`src/hdl/assert_macros.svh`:
```
// Assertion macros shared by the accumulator RTL
`ifndef ASSERT_MACROS_SVH
`define ASSERT_MACROS_SVH

// Condition that must hold at every clock edge out of reset
`define PSA_ASSERT_ALWAYS(lbl, cond) \
    lbl: assert property (@(posedge i_clk) disable iff (!i_rst_n) (cond)) \
        else $error("%m: check failed");

// Consequence that must hold in the cycle after the antecedent
`define PSA_ASSERT_NEXT(lbl, ante, cons) \
    lbl: assert property (@(posedge i_clk) disable iff (!i_rst_n) (ante) |=> (cons)) \
        else $error("%m: check failed");

`endif

```
`src/hdl/psa_pkg.sv`:
```
// Shared constants and types of the progressive sample accumulator
package psa_pkg;

    localparam int C_MAX_WIDTH  = 256;
    localparam int C_MAX_HEIGHT = 256;
    localparam int C_DEPTH      = C_MAX_WIDTH * C_MAX_HEIGHT;
    localparam int C_ADDR_W     = $clog2(C_DEPTH);
    localparam int C_COORD_W    = 8;
    localparam int C_FRAME_W    = 9;
    localparam int C_IDX_W      = 16;
    localparam int C_COLOR_W    = 24;
    localparam int C_ALPHA_W    = 17;
    localparam int C_DEN_W      = C_IDX_W + 1;
    localparam int C_NUM_W      = C_COLOR_W + C_IDX_W;
    localparam int C_REM_W      = C_IDX_W;
    localparam int C_DIV_STAGES = C_COLOR_W;
    localparam int C_OUT_DEPTH  = 32;
    localparam int C_OUT_PTR_W  = $clog2(C_OUT_DEPTH);
    localparam int C_QUEUE_DEPTH = 4;
    localparam int C_QUEUE_PTR_W = $clog2(C_QUEUE_DEPTH);
    localparam int C_CLR_W      = C_ADDR_W + 1;

    localparam logic [C_ALPHA_W-1:0] C_ALPHA_ONE = C_ALPHA_W'(65536);

    localparam int C_CFG_IDX_W  = 2;
    localparam int C_CFG_DATA_W = C_FRAME_W;
    localparam logic [C_CFG_IDX_W-1:0] C_REG_TRANSP = 2'd0;
    localparam logic [C_CFG_IDX_W-1:0] C_REG_WIDTH  = 2'd1;
    localparam logic [C_CFG_IDX_W-1:0] C_REG_HEIGHT = 2'd2;

    typedef struct packed {
        logic [C_ADDR_W-1:0]  addr;
        logic                 oor;
        logic                 smart;
        logic                 opaque;
        logic [C_IDX_W-1:0]   idx;
        logic [C_COLOR_W-1:0] red;
        logic [C_COLOR_W-1:0] green;
        logic [C_COLOR_W-1:0] blue;
    } t_cmd;

    typedef struct packed {
        logic [C_COLOR_W-1:0] red;
        logic [C_COLOR_W-1:0] green;
        logic [C_COLOR_W-1:0] blue;
        logic [C_ALPHA_W-1:0] alpha;
    } t_pix;

    typedef struct packed {
        t_pix pix;
        logic oor;
    } t_res;

    typedef struct packed {
        logic                   clearing;
        logic                   issue;
        logic [C_OUT_PTR_W:0]   used;
    } t_back_stat;

endpackage

```
`src/hdl/psa_queue.sv`:
```
// Short command queue between front and back ends
module psa_queue import psa_pkg::*; (
    input  logic i_clk,
    input  logic i_rst_n,
    input  logic i_push,
    input  t_cmd i_cmd,
    output logic o_ready,
    input  logic i_pop,
    output logic o_valid,
    output t_cmd o_cmd
);

    t_cmd                   r_mem [C_QUEUE_DEPTH];
    logic [C_QUEUE_PTR_W-1:0] r_wp;
    logic [C_QUEUE_PTR_W-1:0] r_rp;
    logic [C_QUEUE_PTR_W:0]   r_cnt;
    logic                   push_ok;

    assign o_ready = r_cnt != (C_QUEUE_PTR_W+1)'(C_QUEUE_DEPTH);
    assign o_valid = r_cnt != '0;
    assign o_cmd   = r_mem[r_rp];
    assign push_ok = i_push && o_ready;

    always_ff @(posedge i_clk) begin
        if (!i_rst_n) begin
            r_wp  <= '0;
            r_rp  <= '0;
            r_cnt <= '0;
        end else begin
            if (push_ok) begin
                r_wp <= r_wp + 1'b1;
            end
            if (i_pop) begin
                r_rp <= r_rp + 1'b1;
            end
            case ({push_ok, i_pop})
                2'b10:   r_cnt <= r_cnt + 1'b1;
                2'b01:   r_cnt <= r_cnt - 1'b1;
                default: r_cnt <= r_cnt;
            endcase
        end
    end

    always_ff @(posedge i_clk) begin
        if (push_ok) begin
            r_mem[r_wp] <= i_cmd;
        end
    end

endmodule

```
`config.mk`:
```
export PLATFORM = sky130hd
export DESIGN_NAME = psa_queue
export DESIGN_NICKNAME = d
export VERILOG_FILES = /design/src/hdl/assert_macros.svh /design/src/hdl/psa_pkg.sv /design/src/hdl/psa_queue.sv
export SDC_FILE = /design/constraint.sdc
export NUM_CORES = 1
export LEC_CHECK = 0
export BUFFER_PORTS_ARGS = -buffer_cell sky130_fd_sc_hd__buf_2
export CAP_MARGIN = 20
export CELL_PAD_IN_SITES_DETAIL_PLACEMENT = 1
export CELL_PAD_IN_SITES_GLOBAL_PLACEMENT = 1
export CORE_MARGIN = 4
export CORE_UTILIZATION = 50
export DETAILED_ROUTE_END_ITERATION = 12
export PLACE_DENSITY = 0.85
export SKIP_LAST_GASP = 1
export SYNTH_ARGS = -nofsm -noshare
export SYNTH_HDL_FRONTEND = slang
export SYNTH_SLANG_ARGS = --single-unit
```
`constraint.sdc`:
```
create_clock -name i_clk -period 5.2 [get_ports i_clk]
set_input_delay 1.04 -clock i_clk [delete_from_list [all_inputs] [get_ports i_clk]]
set_output_delay 1.04 -clock i_clk [all_outputs]
set_load 0.02 [all_outputs]
```
======== Word level (Yosys, flattened, before mapping) ========
Memory sizes are Yosys's and may differ from the RTL's. A register that Yosys moved wholly into a read port is not among the register bits.
Index checks and enable logic that the tools add are counted.
W data, S select, Z words.
word-level totals
  register bits ........................... 7
  memory bits (writable) .................. 428
  output and inout bits ................... 109
  word-level logic and storage cells ...... 19
  memories kept ........................... 1
operators by class
  add/sub/neg operators ................... 4
  equality and inequality tests ........... 3
  muxes and demuxes ....................... 5
  reductions and logical operators ........ 3
memories
  memory  words  width  read ports  clocked after memory_dff  write ports  RTL line         RTL
  r_mem   4      107    1           1                         1            psa_queue.sv:13  t_cmd r_mem [C_QUEUE_DEPTH];
operator list
  kind                   number
  $pmux W3 S2            1
  $add A2 B1 Y2 const B  2
  $mux W2                2
  $add A3 B1 Y3 const B  1
  $ne A3 B3 Y1 const B   1
  $reduce_bool A3 Y1     1
  $sub A3 B1 Y3 const B  1
  $eq A2 B1 Y1 const B   1
  $eq A2 B2 Y1 const B   1
  $mux W1                2
  $reduce_bool A2 Y1     1
  $logic_and A1 B1 Y1    1

======== Logic depth before layout (Yosys ltp) ========
  depth in word-level cells ............... 4
  mapped depth ............................ 9
  depth with buffers taken out ............ 9

======== Worst setup path before layout ========
Ideal clock, no wire load.
  path kind ............................... input to register
  start ................................... input i_push
  end ..................................... memory r_mem[0][0] (netlist name) (enable)
  setup time .............................. 0.478 ns
  data arrival time ....................... 3.944 ns
  required time ........................... 4.722 ns
  path slack .............................. 0.778 ns
  stages .................................. 2
  buffers on the path ..................... 0
  cell sequence ........................... a21boi_1 -> and2_1
between the ends
  cells in the longest elaborated chain, start to end .. 3
RTL lines
  what                           RTL line         RTL
  start, declared                psa_queue.sv:5   input logic i_push,
  $logic_and A1 B1 Y1            psa_queue.sv:22  assign push_ok = i_push && o_ready;
  $mux W1                        psa_queue.sv:45  if (push_ok) begin
  $mux W1 (not written as such)  psa_queue.sv:46  r_mem[r_wp] <= i_cmd;
  end, declared                  psa_queue.sv:13
No other way between the ends.

==> flow_metrics.py <==
metrics = {
    "timing": {
        "skew_ps": 8.83,
        "relSlewSlack": 0.329,
        "setup_violations": 0,
        "finalHoldViolCount": 0,
        "finalMaxSlewViolations": 0,
        "fmax_mhz": 267,
        "layout_min_cycle_time_ps": 3740,
        "fin_hold_ws_ps": 505,
        "worst_slew_pin_slew_ps": 1010,
        "rsz0062_at_grt": "false",
        "finalCritPeriodShare": 0.719,
        "tns_ps": 0,
    },
    "global_routing": {
        "grt.total_usage": 0.189,
        "grt_antenna_before_repair": 11,
        "gr-total-overflow": 0,
        "grt_max_degree": 67,
        "grt_pass1_wl_mm": 49.3,
        "first_global_vias": 8195,
    },
    "cells_and_area": {
        "drive_gt1_frac": 0.447,
        "fillers": 2569,
        "final_common_cell": "edfxtp_1",
        "final_cell_mix": "428 x edfxtp_1, 219 x buf_2, 107 x mux4_2, 47 x clkbuf_16, 15 x clkbuf_1",
        "final_cells": 1293,
        "area_growth_pct": 18.7,
        "layout.nets": 981,
    },
    "synth": {
        "syn_area_per_cell_sq_um": 26.0,
        "syn_inst": 610,
        "yosysUniqueCellTypes": 20,
        "syn_nets": 727,
        "syn_area_sq_um": 15900,
        "ys_ff_latch": 437,
        "yosysSeqAreaShare": 0.821,
        "ys.warnings.count": 0,
    },
    "worst_setup_path": {
        "path_class": "flip-flop to output port",
        "worstSetupEndpointType": "output port",
        "cp.arrival_ps": 2700,
        "critPathSlowestCell": "dfxtp_4",
        "path_cells": "buf_12, mux4_2, buf_2",
        "cp.required_ps": 4160,
        "cp-start-kind": "flip-flop",
        "cpLargestDelayFamily": "flip-flops",
        "slowest_delay_ps": 980,
        "path_max_fanout": 44,
        "critPathBufInv": 2,
    },
    "power_and_ir_drop": {
        "power_leakage_uw": 0.00633,
        "internal_power_uw": 6280,
        "pwr-share-clk": 0.361,
        "total_power_uw": 8180,
        "seqPwrFrac": 0.518,
        "peakVddDrop_uv": 279,
        "p_comb_frac": 0.121,
        "p_switching_uw": 1910,
        "p_sw_frac": 0.233,
        "power.density_nw_per_um2": 434,
    },
    "route": {
        "drc": 0,
        "routed_wl_mm": 32.4,
        "drtAntennaViolNets": 0,
        "avgRoutedWirePerCell_um": 25.0,
        "routed_via_density": 5.58,
        "vias": 7219,
        "first_pass_iters": 4,
        "drt_iter0_drc": 407,
    },
    "run": {
        "drv_cap": 0,
    },
    "die": {
        "pin_count": 220,
        "num_rows": 64,
        "initial_utilization": 0.512,
        "core_region_area_sq_um": 31000,
        "die-area_sq_um": 34700,
        "die_h_um": 186,
        "fp.dieW_um": 186,
    },
    "outcome": {
        "status": "complete, no violations",
    },
    "place": {
        "dp_hpwl_mm": 20.1,
        "numPortBuffers": 219,
        "dp_cells": 1213,
        "gp_congestion": 0.719,
    },
    "cts": {
        "cts_tree": "done",
        "cts.sinks": 437,
        "cts_made_buffers": 45,
        "h-tree-depth": 2,
        "ctsHoldBuffers": 0,
        "clockBufferDepth": 3,
        "clk_pin_slew_ps": 60,
        "cts_setup_buffers": 0,
        "ctsResizeCount": 0,
        "root_buffer": "clkbuf_16",
        "clock_latency_ps": 520,
    },
    "hold_path": {
        "hold_path.class": "flip-flop to flip-flop",
    },
}
==> state kept, by name (all words and copies together) (netlist names), named ones only <==
name and cells:
r_cnt 3, r_wp 2, r_rp 2, r_mem 428
==> routing by layer <==
layer  global-route usage  vias up  wire [um]
met5                    0        -         90
met4               0.0466       14        667
met3               0.0546       64       2540
met2                0.320      254      16500
met1                0.245     3767      12500
li1                     -     3120          -
==> tightest hold or removal path: stages, from the launching register on <==
cell	delay, ps
dfxtp_1	340
nand2_1	60
mux2i_1	60
==> power groups by stage <==
stage / clock network (uW) / registers [uW] / logic [uW]
global route: 3200 / 4260 / 1060
detailed placement: 0 / 4310 / 1010
finish: 2960 / 4240 / 988
global placement: 0 / 4290 / 980
floorplan: 0 / 4270 / 661
CTS: 3030 / 4240 / 1010
==> worst paths after layout <==
kind	slack (ps)	end	cells after the start	from
worst max-delay path	1460	o_cmd[50]	3	flip-flop
worst min-delay path	500	r_wp[0]	2	r_wp[0]
worst max register to register	2490	r_mem[2][25]	4	r_cnt[1]
worst min register to register	500	r_wp[0]	2	r_wp[0]
==> cell families after synthesis <==
family,count (synthesis),synth area share
compound gates,4,0.00158
xor+xnor,4,0.00221
fa+ha+maj,6,0.00520
buf+inv,31,0.0109
flops,437,0.821
mux,109,0.153
simple gates,19,0.00623
==> cell usage after synthesis <==
cell type,number,area share
inv_1,6,0.0014
xor2_1,2,0.0011
and2_1,9,0.0035
or3_1,2,0.00079
o21ai_0,2,0.00063
nor2_1,1,0.00024
a21boi_1,1,0.00047
dfxtp_1,9,0.011
clkbuf_1,8,0.0019
nand2_1,7,0.0017
mux4_2,107,0.15
buf_6,4,0.0028
buf_2,12,0.0038
a21boi_0,1,0.00047
mux2i_1,2,0.0013
ha_1,5,0.0039
edfxtp_1,428,0.81
buf_8,1,0.00095
fa_1,1,0.0013
xnor2_1,2,0.0011
==> stage by stage <==
step | util | area (sq um) | setup slack, ps
floorplan | - | 15900 | 778
global route | 0.608 | 18800 | 1220
CTS | 0.608 | 18800 | 1360
global placement | 0.564 | 17500 | 1860
finish | 0.608 | 18800 | 1460
detailed placement | 0.564 | 17500 | 1740
==> layout make-up <==
type                       count  area (sq um)  area share
inverter                       6          22.5     0.00120
clock buffer                  62          1230      0.0654
clock inverter                15           120     0.00637
antenna                        3          7.51    0.000398
timing repair buffer         232          1240      0.0660
tap                          396           495      0.0263
multi-input combinational    142          2680       0.142
sequential                   437         13000       0.692
(Power assumes the default switching activity.)
