$ cat config.mk
export PLATFORM = sky130hd
export DESIGN_NAME = psa_front
export DESIGN_NICKNAME = d
export VERILOG_FILES = /design/src/hdl/assert_macros.svh /design/src/hdl/psa_pkg.sv /design/src/hdl/psa_front.sv
export SDC_FILE = /design/constraint.sdc
export NUM_CORES = 1
export LEC_CHECK = 0
export ABC_AREA = 1
export BUFFER_PORTS_ARGS = -buffer_cell sky130_fd_sc_hd__buf_2
export CORE_UTILIZATION = 40
export DETAILED_ROUTE_END_ITERATION = 8
export PLACE_DENSITY = 0.74
export SYNTH_ARGS = -nofsm -noshare
export SYNTH_HDL_FRONTEND = slang
export SYNTH_SLANG_ARGS = --single-unit
$ cat constraint.sdc
create_clock -name i_clk -period 9.5 [get_ports i_clk]
set_input_delay 1.9 -clock i_clk [delete_from_list [all_inputs] [get_ports i_clk]]
set_output_delay 1.9 -clock i_clk [all_outputs]
set_load 0.02 [all_outputs]
$ cat src/hdl/assert_macros.svh
// Assertion macros shared by the accumulator RTL
`ifndef ASSERT_MACROS_SVH
`define ASSERT_MACROS_SVH

// Condition that must hold at every clock edge out of reset
`define PSA_ASSERT_ALWAYS(lbl, cond) \
    lbl: assert property (@(posedge i_clk) disable iff (!i_rst_n) (cond)) \
        else $error("%m: check failed");

// Consequence that must hold in the cycle after the antecedent
`define PSA_ASSERT_NEXT(lbl, ante, cons) \
    lbl: assert property (@(posedge i_clk) disable iff (!i_rst_n) (ante) |=> (cons)) \
        else $error("%m: check failed");

`endif

$ cat src/hdl/psa_pkg.sv
// Shared constants and types of the progressive sample accumulator
package psa_pkg;

    localparam int C_MAX_WIDTH  = 256;
    localparam int C_MAX_HEIGHT = 256;
    localparam int C_DEPTH      = C_MAX_WIDTH * C_MAX_HEIGHT;
    localparam int C_ADDR_W     = $clog2(C_DEPTH);
    localparam int C_COORD_W    = 8;
    localparam int C_FRAME_W    = 9;
    localparam int C_IDX_W      = 16;
    localparam int C_COLOR_W    = 24;
    localparam int C_ALPHA_W    = 17;
    localparam int C_DEN_W      = C_IDX_W + 1;
    localparam int C_NUM_W      = C_COLOR_W + C_IDX_W;
    localparam int C_REM_W      = C_IDX_W;
    localparam int C_DIV_STAGES = C_COLOR_W;
    localparam int C_OUT_DEPTH  = 32;
    localparam int C_OUT_PTR_W  = $clog2(C_OUT_DEPTH);
    localparam int C_QUEUE_DEPTH = 4;
    localparam int C_QUEUE_PTR_W = $clog2(C_QUEUE_DEPTH);
    localparam int C_CLR_W      = C_ADDR_W + 1;

    localparam logic [C_ALPHA_W-1:0] C_ALPHA_ONE = C_ALPHA_W'(65536);

    localparam int C_CFG_IDX_W  = 2;
    localparam int C_CFG_DATA_W = C_FRAME_W;
    localparam logic [C_CFG_IDX_W-1:0] C_REG_TRANSP = 2'd0;
    localparam logic [C_CFG_IDX_W-1:0] C_REG_WIDTH  = 2'd1;
    localparam logic [C_CFG_IDX_W-1:0] C_REG_HEIGHT = 2'd2;

    typedef struct packed {
        logic [C_ADDR_W-1:0]  addr;
        logic                 oor;
        logic                 smart;
        logic                 opaque;
        logic [C_IDX_W-1:0]   idx;
        logic [C_COLOR_W-1:0] red;
        logic [C_COLOR_W-1:0] green;
        logic [C_COLOR_W-1:0] blue;
    } t_cmd;

    typedef struct packed {
        logic [C_COLOR_W-1:0] red;
        logic [C_COLOR_W-1:0] green;
        logic [C_COLOR_W-1:0] blue;
        logic [C_ALPHA_W-1:0] alpha;
    } t_pix;

    typedef struct packed {
        t_pix pix;
        logic oor;
    } t_res;

    typedef struct packed {
        logic                   clearing;
        logic                   issue;
        logic [C_OUT_PTR_W:0]   used;
    } t_back_stat;

endpackage

$ cat src/hdl/psa_front.sv
// Front end: config registers, input beat capture, range check, address
module psa_front import psa_pkg::*; (
    input  logic                    i_clk,
    input  logic                    i_rst_n,
    input  logic                    i_cfg_we,
    input  logic [C_CFG_IDX_W-1:0]  i_cfg_idx,
    input  logic [C_CFG_DATA_W-1:0] i_cfg_data,
    input  logic                    i_valid,
    output logic                    o_ready,
    input  logic [C_COORD_W-1:0]    i_pixel_x,
    input  logic [C_COORD_W-1:0]    i_pixel_y,
    input  logic [C_IDX_W-1:0]      i_sample_index,
    input  logic [C_COLOR_W-1:0]    i_new_red,
    input  logic [C_COLOR_W-1:0]    i_new_green,
    input  logic [C_COLOR_W-1:0]    i_new_blue,
    input  logic                    i_new_opaque,
    output logic                    o_q_valid,
    input  logic                    i_q_ready,
    output t_cmd                    o_q_cmd
);

    logic                 r_transp;
    logic [C_FRAME_W-1:0] r_fw;
    logic [C_FRAME_W-1:0] r_fh;
    logic                 r_valid;
    t_cmd                 r_cmd;
    t_cmd                 n_cmd;
    logic [C_FRAME_W-1:0] w_sat;
    logic [C_FRAME_W-1:0] h_sat;
    logic [C_ADDR_W:0]    lin;

    always_ff @(posedge i_clk) begin
        if (!i_rst_n) begin
            r_transp <= 1'b0;
            r_fw     <= C_FRAME_W'(C_MAX_WIDTH);
            r_fh     <= C_FRAME_W'(C_MAX_HEIGHT);
        end else if (i_cfg_we) begin
            case (i_cfg_idx)
                C_REG_TRANSP: r_transp <= i_cfg_data[0];
                C_REG_WIDTH:  r_fw     <= i_cfg_data;
                C_REG_HEIGHT: r_fh     <= i_cfg_data;
                default: ;
            endcase
        end
    end

    always_comb begin
        w_sat = (r_fw > C_FRAME_W'(C_MAX_WIDTH))  ? C_FRAME_W'(C_MAX_WIDTH)  : r_fw;
        h_sat = (r_fh > C_FRAME_W'(C_MAX_HEIGHT)) ? C_FRAME_W'(C_MAX_HEIGHT) : r_fh;
        lin   = (C_ADDR_W+1)'(i_pixel_y) * (C_ADDR_W+1)'(w_sat) + (C_ADDR_W+1)'(i_pixel_x);
        n_cmd.addr   = lin[C_ADDR_W-1:0];
        n_cmd.oor    = ({1'b0, i_pixel_x} >= w_sat) || ({1'b0, i_pixel_y} >= h_sat);
        n_cmd.smart  = r_transp;
        n_cmd.opaque = i_new_opaque;
        n_cmd.idx    = i_sample_index;
        n_cmd.red    = i_new_red;
        n_cmd.green  = i_new_green;
        n_cmd.blue   = i_new_blue;
    end

    assign o_ready   = !r_valid || i_q_ready;
    assign o_q_valid = r_valid;
    assign o_q_cmd   = r_cmd;

    always_ff @(posedge i_clk) begin
        if (!i_rst_n) begin
            r_valid <= 1'b0;
        end else if (i_valid && o_ready) begin
            r_valid <= 1'b1;
        end else if (i_q_ready) begin
            r_valid <= 1'b0;
        end
    end

    always_ff @(posedge i_clk) begin
        if (i_valid && o_ready) begin
            r_cmd <= n_cmd;
        end
    end

endmodule

# Word level (Yosys, flattened, before mapping)
# Cells that the tools add are included.
# op_classes
n_addsub,1
mul,1
n_lt_le_gt_ge,4
eq_ne,2
muxes,4
n_reduce_logical,9
# ops
cell,count
$ge 8x9->1,2
$gt 9x9->1 const B,2
$mux 9,2
$add 16x8->16,1
$mul 8x9->16,1
$reduce_and 2->1,3
$eq 2x1->1 const B,1
$eq 2x2->1 const B,1
$logic_not 2->1,1
$logic_or 1x1->1,2
$mux 1,2
$reduce_bool 2->1,1
$logic_and 1x1->1,1
$logic_not 1->1,1
# totals
ff_bits,127
in_bits,121
wordCells,33

# Longest topological paths before layout
# Gate-level depths: netlist of the first run.
# depth
ltp_word,4
depth_mapped,22
depth_no_buf,22

# Worst setup path after synthesis of the first run
# Ideal clock, no wire load.
# synth_timing
kind,in2reg
from,in i_valid
to,"reg r_cmd (netlist bit o_q_cmd[0]), enable pin"
setup_ns,0.608
t_arrival_ns,7.098
path_slack_ns,1.793
stages,2
path_buffers,0
path_cell_list,inv_1 a21oi_1
# synth_between
elab_chain_len,1
# synth_rtl
item,line_no,source
"start, declared",psa_front.sv:8,"input logic i_valid,"
$logic_and 1x1->1,psa_front.sv:76,if (i_valid && o_ready) begin
"end signal, assigned",psa_front.sv:77,r_cmd <= n_cmd;
"end, declared",psa_front.sv:26,t_cmd r_cmd;
# No other way between the ends.
# A chain may end at the register's enable or synchronous reset.

# Final worst setup path of the first run
# layout_timing
from,in i_pixel_y[7]
to,"reg r_cmd (netlist bit o_q_cmd[101]), data pin"
# layout_between
elab_chain_len,2
# layout_rtl
item,line_no,source
"start, declared",psa_front.sv:11,"input logic [C_COORD_W-1:0] i_pixel_y,"
$mul 8x9->16,psa_front.sv:50,lin = (C_ADDR_W+1)'(i_pixel_y) * (C_ADDR_W+1)'(w_sat) + (C_ADDR_W+1)'(i_pixel_x);
$add 16x8->16,psa_front.sv:50,
net lin[10],psa_front.sv:30,logic [C_ADDR_W:0] lin;
# The timed path passes the listed nets, and every way through them passes these cells.

==> out/results.ini, run 1 <==
[synth]
syn-num-nets = 902
synth_compound_area_share_pct = 2.900
syn_avg_cell_area_um2 = 10.47
synth_warnings = 0
synthMuxAreaShare_pct = 0
ys_ff_latch = 127
synthXorXnorAreaFrac_pct = 0.9842
synth_top_family_by_area = adder cells
yosysUniqueCellTypes = 25
yosys.area_share.simple_pct = 14.45
ys_seq_area_share_pct = 50.76
synth_cells = 680
synthAdderAreaFrac_pct = 22.92
syn-cell-area_um2 = 7119

[finish]
syn_to_final_growth_pct = 28.40
layout.cells.non_filler = 1162
drive_above_1_share_pct = 29.14
diodes = 0
utilization_pct = 52.67
finalNetCount = 1146

[place]
placedCellCount = 1130
routabilityCongestion = 0.9205
dp_hpwl_um = 14360
portBuffers = 229

[drt]
wl_per_cell_um = 15.69
wirelength_met1_um = 7109
drc_errors = 0
dr_wl_met2_um = 8982
via_per_inst = 4.793
met3_length_um = 1580
top_layer = met4
antenna_left = 0
drtIter0Drc = 325
vias = 5569
wl_um = 18230
drtPass1Iterations = 5

[outcome]
outcome = complete, no violations

[clocking]
root_buffer = clkbuf_16
ctsHtreeMaxLevel = 4
worst_skew_pair.late_latency_ns = 0.42
cts_tree = yes
cts.sinks = 127
clk_pin_slew_ns = 0.06
ctsLongestPathBuffers = 2
ctsResizeCount = 0
numCtsBuffers = 17
postCtsSetupRepairBufs = 0
cts_hold_buffers = 0

[global_routing]
grt_pass1_vias = 5359
grt_pass1_wl_um = 27440
grt_overflow = 0
grt_max_degree = 57
grt_usage_pct = 20.25
antenna_found_initial = 0

[setup_path]
crit_path_frequent_cell = fa_1
cp_max_fo = 6
r2r_cells = 18
crit_arrival_ns = 5.48
critPathCaptureType = flop
r2r_slack_ns = 4.44
cp_slowest_stage_delay_ns = 0.54
worstReg2RegStart = r_fw[8]
required_ns = 9.66
path_cells = buf_2, inv_1, nor2_1, fa_1, fa_1, fa_1, inv_1, fa_1, inv_1, ha_1, a21oi_1, nand2_1, a21oi_1, xnor2_1
critPathSlowestCell = fa_1
start_kind = input port
r2r_end = o_q_cmd[101]
criticalPathCategory = in2reg

[sta]
worst_pin_slew_ns = 0.7412
fmax_mhz = 188.1
setup_viol = 0
hold_ws_ns = 0.4286
fin_crit_ns = 5.317
hold_viol_final = 0
timing.max_slew.rel_slack_pct = 50.59
rsz0062_at_grt = no
fin_crit_sh_pct = 55.97
finalClockSkew_ns = 0.01121
maxSlewViolCount = 0
fin_setup_tns_ns = 0

[hold_path]
hp-class = reg2reg
hold_depth = 0
hp-start = r_transp
min_delay_worst_endpoint = o_q_cmd[89]

[die]
rows = 48
die_h_um = 135.4
initial_core_util_pct = 41.02
pin_count = 230
coreArea_um2 = 17360
die_w_um = 135.4
die-area_um2 = 18340

[run]
maxCapViolCount = 0

[power]
total_power_mw = 1.525
peakVddDrop_mv = 0.1336
p_leak_nw = 4.533
power_density_nw_per_um2 = 166.8

==> cells in the final DEF (no fill, tap or decap), types with 2 or more instances in the layout <==
cell type / count
edfxtp_1: 107
fa_1: 49
dfxtp_1: 20
nand4_1: 7
o211ai_1: 2
nand3_1: 23
inv_2: 4
inv_6: 7
inv_1: 140
clkbuf_16: 17
nor2_2: 2
ha_1: 52
buf_2: 229
xnor2_1: 5
nor2_1: 90
bufinv_16: 2
a21oi_1: 17
buf_4: 2
nand3b_1: 2
xor2_1: 3
clkinv_4: 3
nor3_1: 2
nand2_1: 127
o21ai_0: 17
==> metrics by stage <==
stage / cell area [um2] / setup slack [ns]
after floorplan: 7119 / 1.793
after global placement: 8544 / 3.782
after detailed placement: 8544 / 3.726
after CTS: 9141 / 4.191
after global routing: 9141 / 3.994
final: 9141 / 4.183
==> cell families (layout without fill, tap and decap cells) <==
logic type               count (synthesis)  after routing
AND/OR/NAND/NOR                        255            255
buffers and inverters                  150            407
flip-flops                             127            127
adder cells (fa/ha/maj)                101            101
AO/OA/AOI/OAI                           39             39
XOR/XNOR                                 8              8
==> cell usage after synthesis <==
cell,number,share of area [%]
nor3_1,2,0.14
nand3_1,23,1.6
nor2_2,2,0.18
nor2_4,1,0.16
nand2_1,127,6.7
dfxtp_1,20,5.6
ha_1,52,9.1
fa_1,49,14
buf_2,2,0.14
edfxtp_1,107,45
xnor2_1,5,0.62
a21boi_0,1,0.11
nand2_2,1,0.088
o21ai_0,17,1.2
nand3b_1,2,0.21
clkbuf_1,3,0.16
inv_2,4,0.21
o211ai_1,2,0.21
a21oi_1,18,1.3
buf_4,1,0.11
nand4_1,7,0.62
o21ai_2,1,0.12
nor2_1,90,4.7
xor2_1,3,0.37
inv_1,140,7.4
==> registers in the layout, indices dropped and copies added, names as in the netlist <==
signal / count
r_transp: 1
o_q_cmd: 107
r_fh: 9
o_q_valid: 1
r_fw: 9
==> per-layer routing <==
| layer | vias up | GRT usage (%) |
|---|---|---|
| met5 | - | 0 |
| met4 | 0 | 8.801 |
| met3 | 37 | 6.173 |
| met2 | 262 | 35.64 |
| met1 | 2622 | 22.49 |
| li1 | 2648 | - |
==> cell type report <==
type | count | area [um2]
clock inverter | 15 | 171.4
multi-input combinational | 403 | 2948
sequential | 127 | 3613
inverter | 144 | 540.5
fill | 1555 | 8215
clock buffer | 17 | 425.4
tap | 225 | 281.5
timing repair buffer | 231 | 1161
==> worst max-delay path, delay by kind of cell <==
| kind | cells | cell delay, ns |
|---|---|---|
| AND/OR/NAND/NOR | 2 | 0.19 |
| AO/OA/AOI/OAI | 2 | 0.44 |
| XOR/XNOR | 1 | 0.12 |
| adder cells (fa/ha/maj) | 5 | 2.46 |
| buffers and inverters | 4 | 0.37 |
==> worst max-delay path by stage <==
stage / from / endpoint / slack (ns) / cells after the start
finish: i_pixel_y[7] / o_q_cmd[101] / 4.18 / 14
global route: i_pixel_y[7] / o_q_cmd[103] / 3.99 / 16
CTS: i_pixel_y[7] / o_q_cmd[101] / 4.19 / 14
detailed placement: i_pixel_y[7] / o_q_cmd[101] / 3.73 / 14
global placement: i_pixel_y[7] / o_q_cmd[101] / 3.78 / 14
floorplan: i_valid / o_q_cmd[0] / 1.79 / 2
==> power by group <==
part           switching, mW  leakage (nW)  internal [mW]
registers             0.0107          1.20          0.646
logic                  0.137          3.04         0.0713
clock network          0.266         0.292          0.394
(Power assumes the default switching activity.)
==> run 2: changes to the inputs <==
clock period = 5.29 ns   (was 9.5 ns; I/O delays follow)
==> run 2 against run 1 <==
  * Clock power grew 88%
  * Global-route usage shrank 0.15 points
  * Cell count is essentially flat
  * Via count shrank 1.1%
  * Clock-buffer cell count is the same
  * Largest cell class unchanged
==> out/results.ini, run 2 (synthesis gave the netlist of run 1 again) <==
[outcome]
outcome = complete, no violations

[die]
die_w_um = 135.4
rows = 48
coreArea_um2 = 17360
die_h_um = 135.4
die-area_um2 = 18340
pin_count = 230
initial_core_util_pct = 41.02

[power]
power_density_nw_per_um2 = 304.0
p_leak_nw = 4.552
peakVddDrop_mv = 0.2294

[hold_path]
hp-start = r_transp
hp-class = reg2reg
min_delay_worst_endpoint = o_q_cmd[89]
hold_depth = 0

[place]
postPlaceCellArea_um2 = 8564
dpl_worst_slack_ns = 0.3728
routabilityCongestion = 0.9055
dp_hpwl_um = 13970
portBuffers = 229

[global_routing]
grt_util_met2_pct = 35.07
grt_usage_pct = 20.10
grt_pass1_vias = 5506
grt_overflow = 0
grt_max_degree = 108
grt_pass1_wl_um = 27540
use_met3_pct = 6.023
grt.busiest_layer = met2
met1_usage_pct = 22.97
antenna_found_initial = 0

[finish]
final_common_cell = buf_2
drive_above_1_share_pct = 29.21
fill_cells = 1486
syn_to_final_growth_pct = 29.07
utilization_pct = 52.94
ff_latch_area_um2 = 3613
diodes = 0
multi_input_area_um2 = 2948
finalNetCount = 1147
layout_common_cells = 229 x buf_2, 140 x inv_1, 127 x nand2_1
final_cell_area_um2 = 9189
largest_reg_flops = 107

[setup_path]
r2r_cells = 19
start_kind = flop
worstReg2RegStart = r_fw[5]
r2r_slack_ns = 0.67
criticalPathCategory = reg2reg
cp_max_fo = 6
required_ns = 5.46
r2r_end = o_q_cmd[106]
critPathCaptureType = flop
crit_arrival_ns = 4.79

[clocking]
cts_hold_buffers = 0
root_buffer = clkbuf_16
ctsLongestPathBuffers = 2
postCtsSetupRepairBufs = 0
cts.sinks = 127
cts_tree = yes
ctsResizeCount = 0
clk_pin_slew_ns = 0.07
ctsHtreeMaxLevel = 4
worst_skew_pair.late_latency_ns = 0.42
numCtsBuffers = 17

[sta]
finalClockSkew_ns = 0.01254
maxSlewViolCount = 0
hold_ws_ns = 0.4328
rsz0062_at_grt = no
worst_pin_slew_ns = 0.6663
setup_viol = 0
fin_crit_sh_pct = 87.25
timing.max_slew.rel_slack_pct = 55.58
hold_viol_final = 0
fmax_mhz = 216.7
timing.final.ws_setup_ns = 0.6743
fin_crit_ns = 4.616
fin_setup_tns_ns = 0

[drt]
wl_per_cell_um = 15.16
drtIter0Drc = 357
wl_um = 17630
drtPass1Iterations = 6
via_per_inst = 4.734
antenna_left = 0
drc_errors = 0
vias = 5506

[run]
maxCapViolCount = 0

==> run 2: changes by cell type in the layout (fill, tap and decap cells not counted) <==
cell,change
buf_12,+1
bufinv_16,+1
clkinv_2,-1
clkinv_4,+1
inv_6,-2
inv_8,+1
==> run 2: area by class of cell <==
class,instances,share of cell area [%]
Clock buffer,17,4.630
Clock inverter,15,2.165
Sequential cell,127,39.32
Timing Repair Buffer,232,12.85
Multi-Input combinational cell,403,32.08
Tap cell,225,3.064
Inverter,144,5.882
==> run 2: per-stage QoR <==
| stage | instances | power, mW |
|---|---|---|
| floorplan | 680 | 1.426 |
| global placement | 1131 | 1.566 |
| detailed placement | 1131 | 1.575 |
| CTS | 1163 | 2.823 |
| global route | 1163 | 2.912 |
| finish | 1163 | 2.793 |
==> run 2: worst max-delay path by stage <==
stage | start | endpoint | cells past startpoint
global route | r_fw[5] | o_q_cmd[104] | 18
global placement | i_pixel_y[3] | o_q_cmd[104] | 16
finish | r_fw[5] | o_q_cmd[106] | 19
CTS | r_fw[5] | o_q_cmd[106] | 19
floorplan | i_q_ready | o_q_cmd[0] | 2
detailed placement | i_pixel_y[7] | o_q_cmd[106] | 17
==> run 2: routing by layer <==
layer  wire, um  share of wire (%)  vias to the layer above
met5          0                  0                        -
met4        416                2.4                        0
met1       6860                 39                     2605
met2       8778                 50                      230
met3       1575                8.9                       28
li1           -                  -                     2643
==> run 2: critical path, cell delays in order (launching register included) <==
cell     delay, ns
dfxtp_1       0.40
nor2_1        0.13
nand2_1       0.09
o21ai_2       0.29
nand2_2       0.19
nor2_1        0.19
fa_1          0.43
fa_1          0.47
fa_1          0.54
inv_1         0.05
fa_1          0.53
inv_1         0.04
ha_1          0.37
nand2_1       0.13
nor2_2        0.15
nand2_1       0.07
a21oi_1       0.14
nor2_1        0.06
nand2_1       0.05
nand2_1       0.04
==> run 2: power breakdown <==
group / switching (mW) / internal (mW) / leakage [nW]
sequential: 0.0173 / 1.16 / 1.20
clock: 0.483 / 0.758 / 0.303
combinational: 0.246 / 0.130 / 3.05
total: 0.746 / 2.05 / 4.55
==> run 3: changes to the inputs <==
clock period = 5.2 ns   (was 5.29 ns; I/O delays follow)
==> run 3 against run 2 <==
  * Clock power is essentially flat
  * First-iteration DRC count grew 5.6%
  * Critical path depth shrank 1
  * Critical path type unchanged
  * Critical endpoint is now o_q_cmd[104]
  * Highest routed layer unchanged
==> out/results.ini, run 3 (synthesis gave the netlist of run 1 again) <==
[global_routing]
antenna_found_initial = 0
grt_pass1_vias = 5529
grt_max_degree = 66
grt_usage_pct = 20.48
grt_pass1_wl_um = 27940
grt_overflow = 0

[sta]
maxSlewViolCount = 0
hold_ws_ns = 0.4365
timing.final.ws_setup_ns = 0.6593
fmax_mhz = 220.2
finalClockSkew_ns = 0.01427
fin_crit_ns = 4.541
fin_setup_tns_ns = 0
fin_crit_sh_pct = 87.32
timing.max_slew.rel_slack_pct = 43.43
setup_viol = 0
rsz0062_at_grt = no
hold_viol_final = 0
worst_pin_slew_ns = 0.8485

[finish]
layout_common_cells = 229 x buf_2, 140 x inv_1, 127 x nand2_1
drive_above_1_share_pct = 29.29
diodes = 0
layout.cells.non_filler = 1164
largest_reg_flops = 107
finalNetCount = 1148
syn_to_final_growth_pct = 28.65
utilization_pct = 52.77
final_cell_area_um2 = 9159
final_common_cell = buf_2

[die]
pin_count = 230
initial_core_util_pct = 41.02
die_h_um = 135.4
rows = 48
die_w_um = 135.4
die-area_um2 = 18340
coreArea_um2 = 17360

[clocking]
postCtsSetupRepairBufs = 0
worst_skew_pair.late_latency_ns = 0.42
cts_hold_buffers = 0
cts_tree = yes
ctsResizeCount = 0
root_buffer = clkbuf_16
numCtsBuffers = 17
cts.sinks = 127
ctsHtreeMaxLevel = 4
ctsLongestPathBuffers = 2
clk_pin_slew_ns = 0.06

[place]
portBuffers = 229
dp_hpwl_um = 14190
placedCellCount = 1132
dpl_worst_slack_ns = 0.3593
postPlaceCellArea_um2 = 8559
routabilityCongestion = 0.8946

[outcome]
outcome = complete, no violations

[power]
peakVddDrop_mv = 0.2275
total_power_mw = 2.790
power_density_nw_per_um2 = 304.6
p_leak_nw = 4.543

[hold_path]
hp-class = reg2reg

[setup_path]
start_kind = flop
critPathCaptureType = flop
crit_arrival_ns = 4.71
required_ns = 5.37
cp_max_fo = 6
criticalPathCategory = reg2reg

[drt]
vias = 5500
drc_errors = 0
drtPass1Iterations = 5
wl_per_cell_um = 15.27
antenna_left = 0
drtIter0Drc = 377
wl_um = 17770
via_per_inst = 4.725

[run]
maxCapViolCount = 0

## run 3: power by group
part,switching [mW],internal (mW)
sequential,0.0174,1.18
combinational,0.250,0.131
clock,0.488,0.723
total,0.756,2.03
## run 3: worst max-delay path, cell delays in order, from the launching register on
cell	delay, ns
dfxtp_1	0.38
nor2_1	0.13
nand2_1	0.08
o21ai_2	0.24
nand2_2	0.17
nor2_1	0.16
fa_1	0.47
fa_1	0.52
fa_1	0.54
inv_1	0.06
fa_1	0.53
inv_1	0.04
ha_1	0.34
a21oi_1	0.18
nor2_1	0.06
nor2_1	0.17
nand3_1	0.09
nand2_1	0.07
nand2_1	0.05
## run 3: worst paths after layout
| kind | startpoint | to | slack [ns] | cells past startpoint |
|---|---|---|---|---|
| worst max-delay path | r_fw[5] | o_q_cmd[104] | 0.66 | 18 |
| worst min-delay path | r_transp | o_q_cmd[89] | 0.44 | 0 |
| worst min register to register | r_transp | o_q_cmd[89] | 0.44 | 0 |
| worst max register to register | r_fw[5] | o_q_cmd[104] | 0.66 | 18 |
## run 3: area by class of cell
| cell class | count | area [um2] |
|---|---|---|
| Inverter | 144 | 540.5 |
| Clock buffer | 17 | 425.4 |
| Tap cell | 225 | 281.5 |
| Sequential cell | 127 | 3613 |
| Fill cell | 1566 | 8198 |
| Multi-Input combinational cell | 403 | 2948 |
| Timing Repair Buffer | 233 | 1176 |
| Clock inverter | 15 | 173.9 |
## run 3: routing by layer
layer | part of all wire, % | global-route usage (%) | wire length [um]
met1 | 39 | 23.71 | 6940
met2 | 50 | 35.87 | 8876
met4 | 2.6 | 8.302 | 460
met5 | 0 | 0 | 0
met3 | 8.4 | 5.350 | 1495
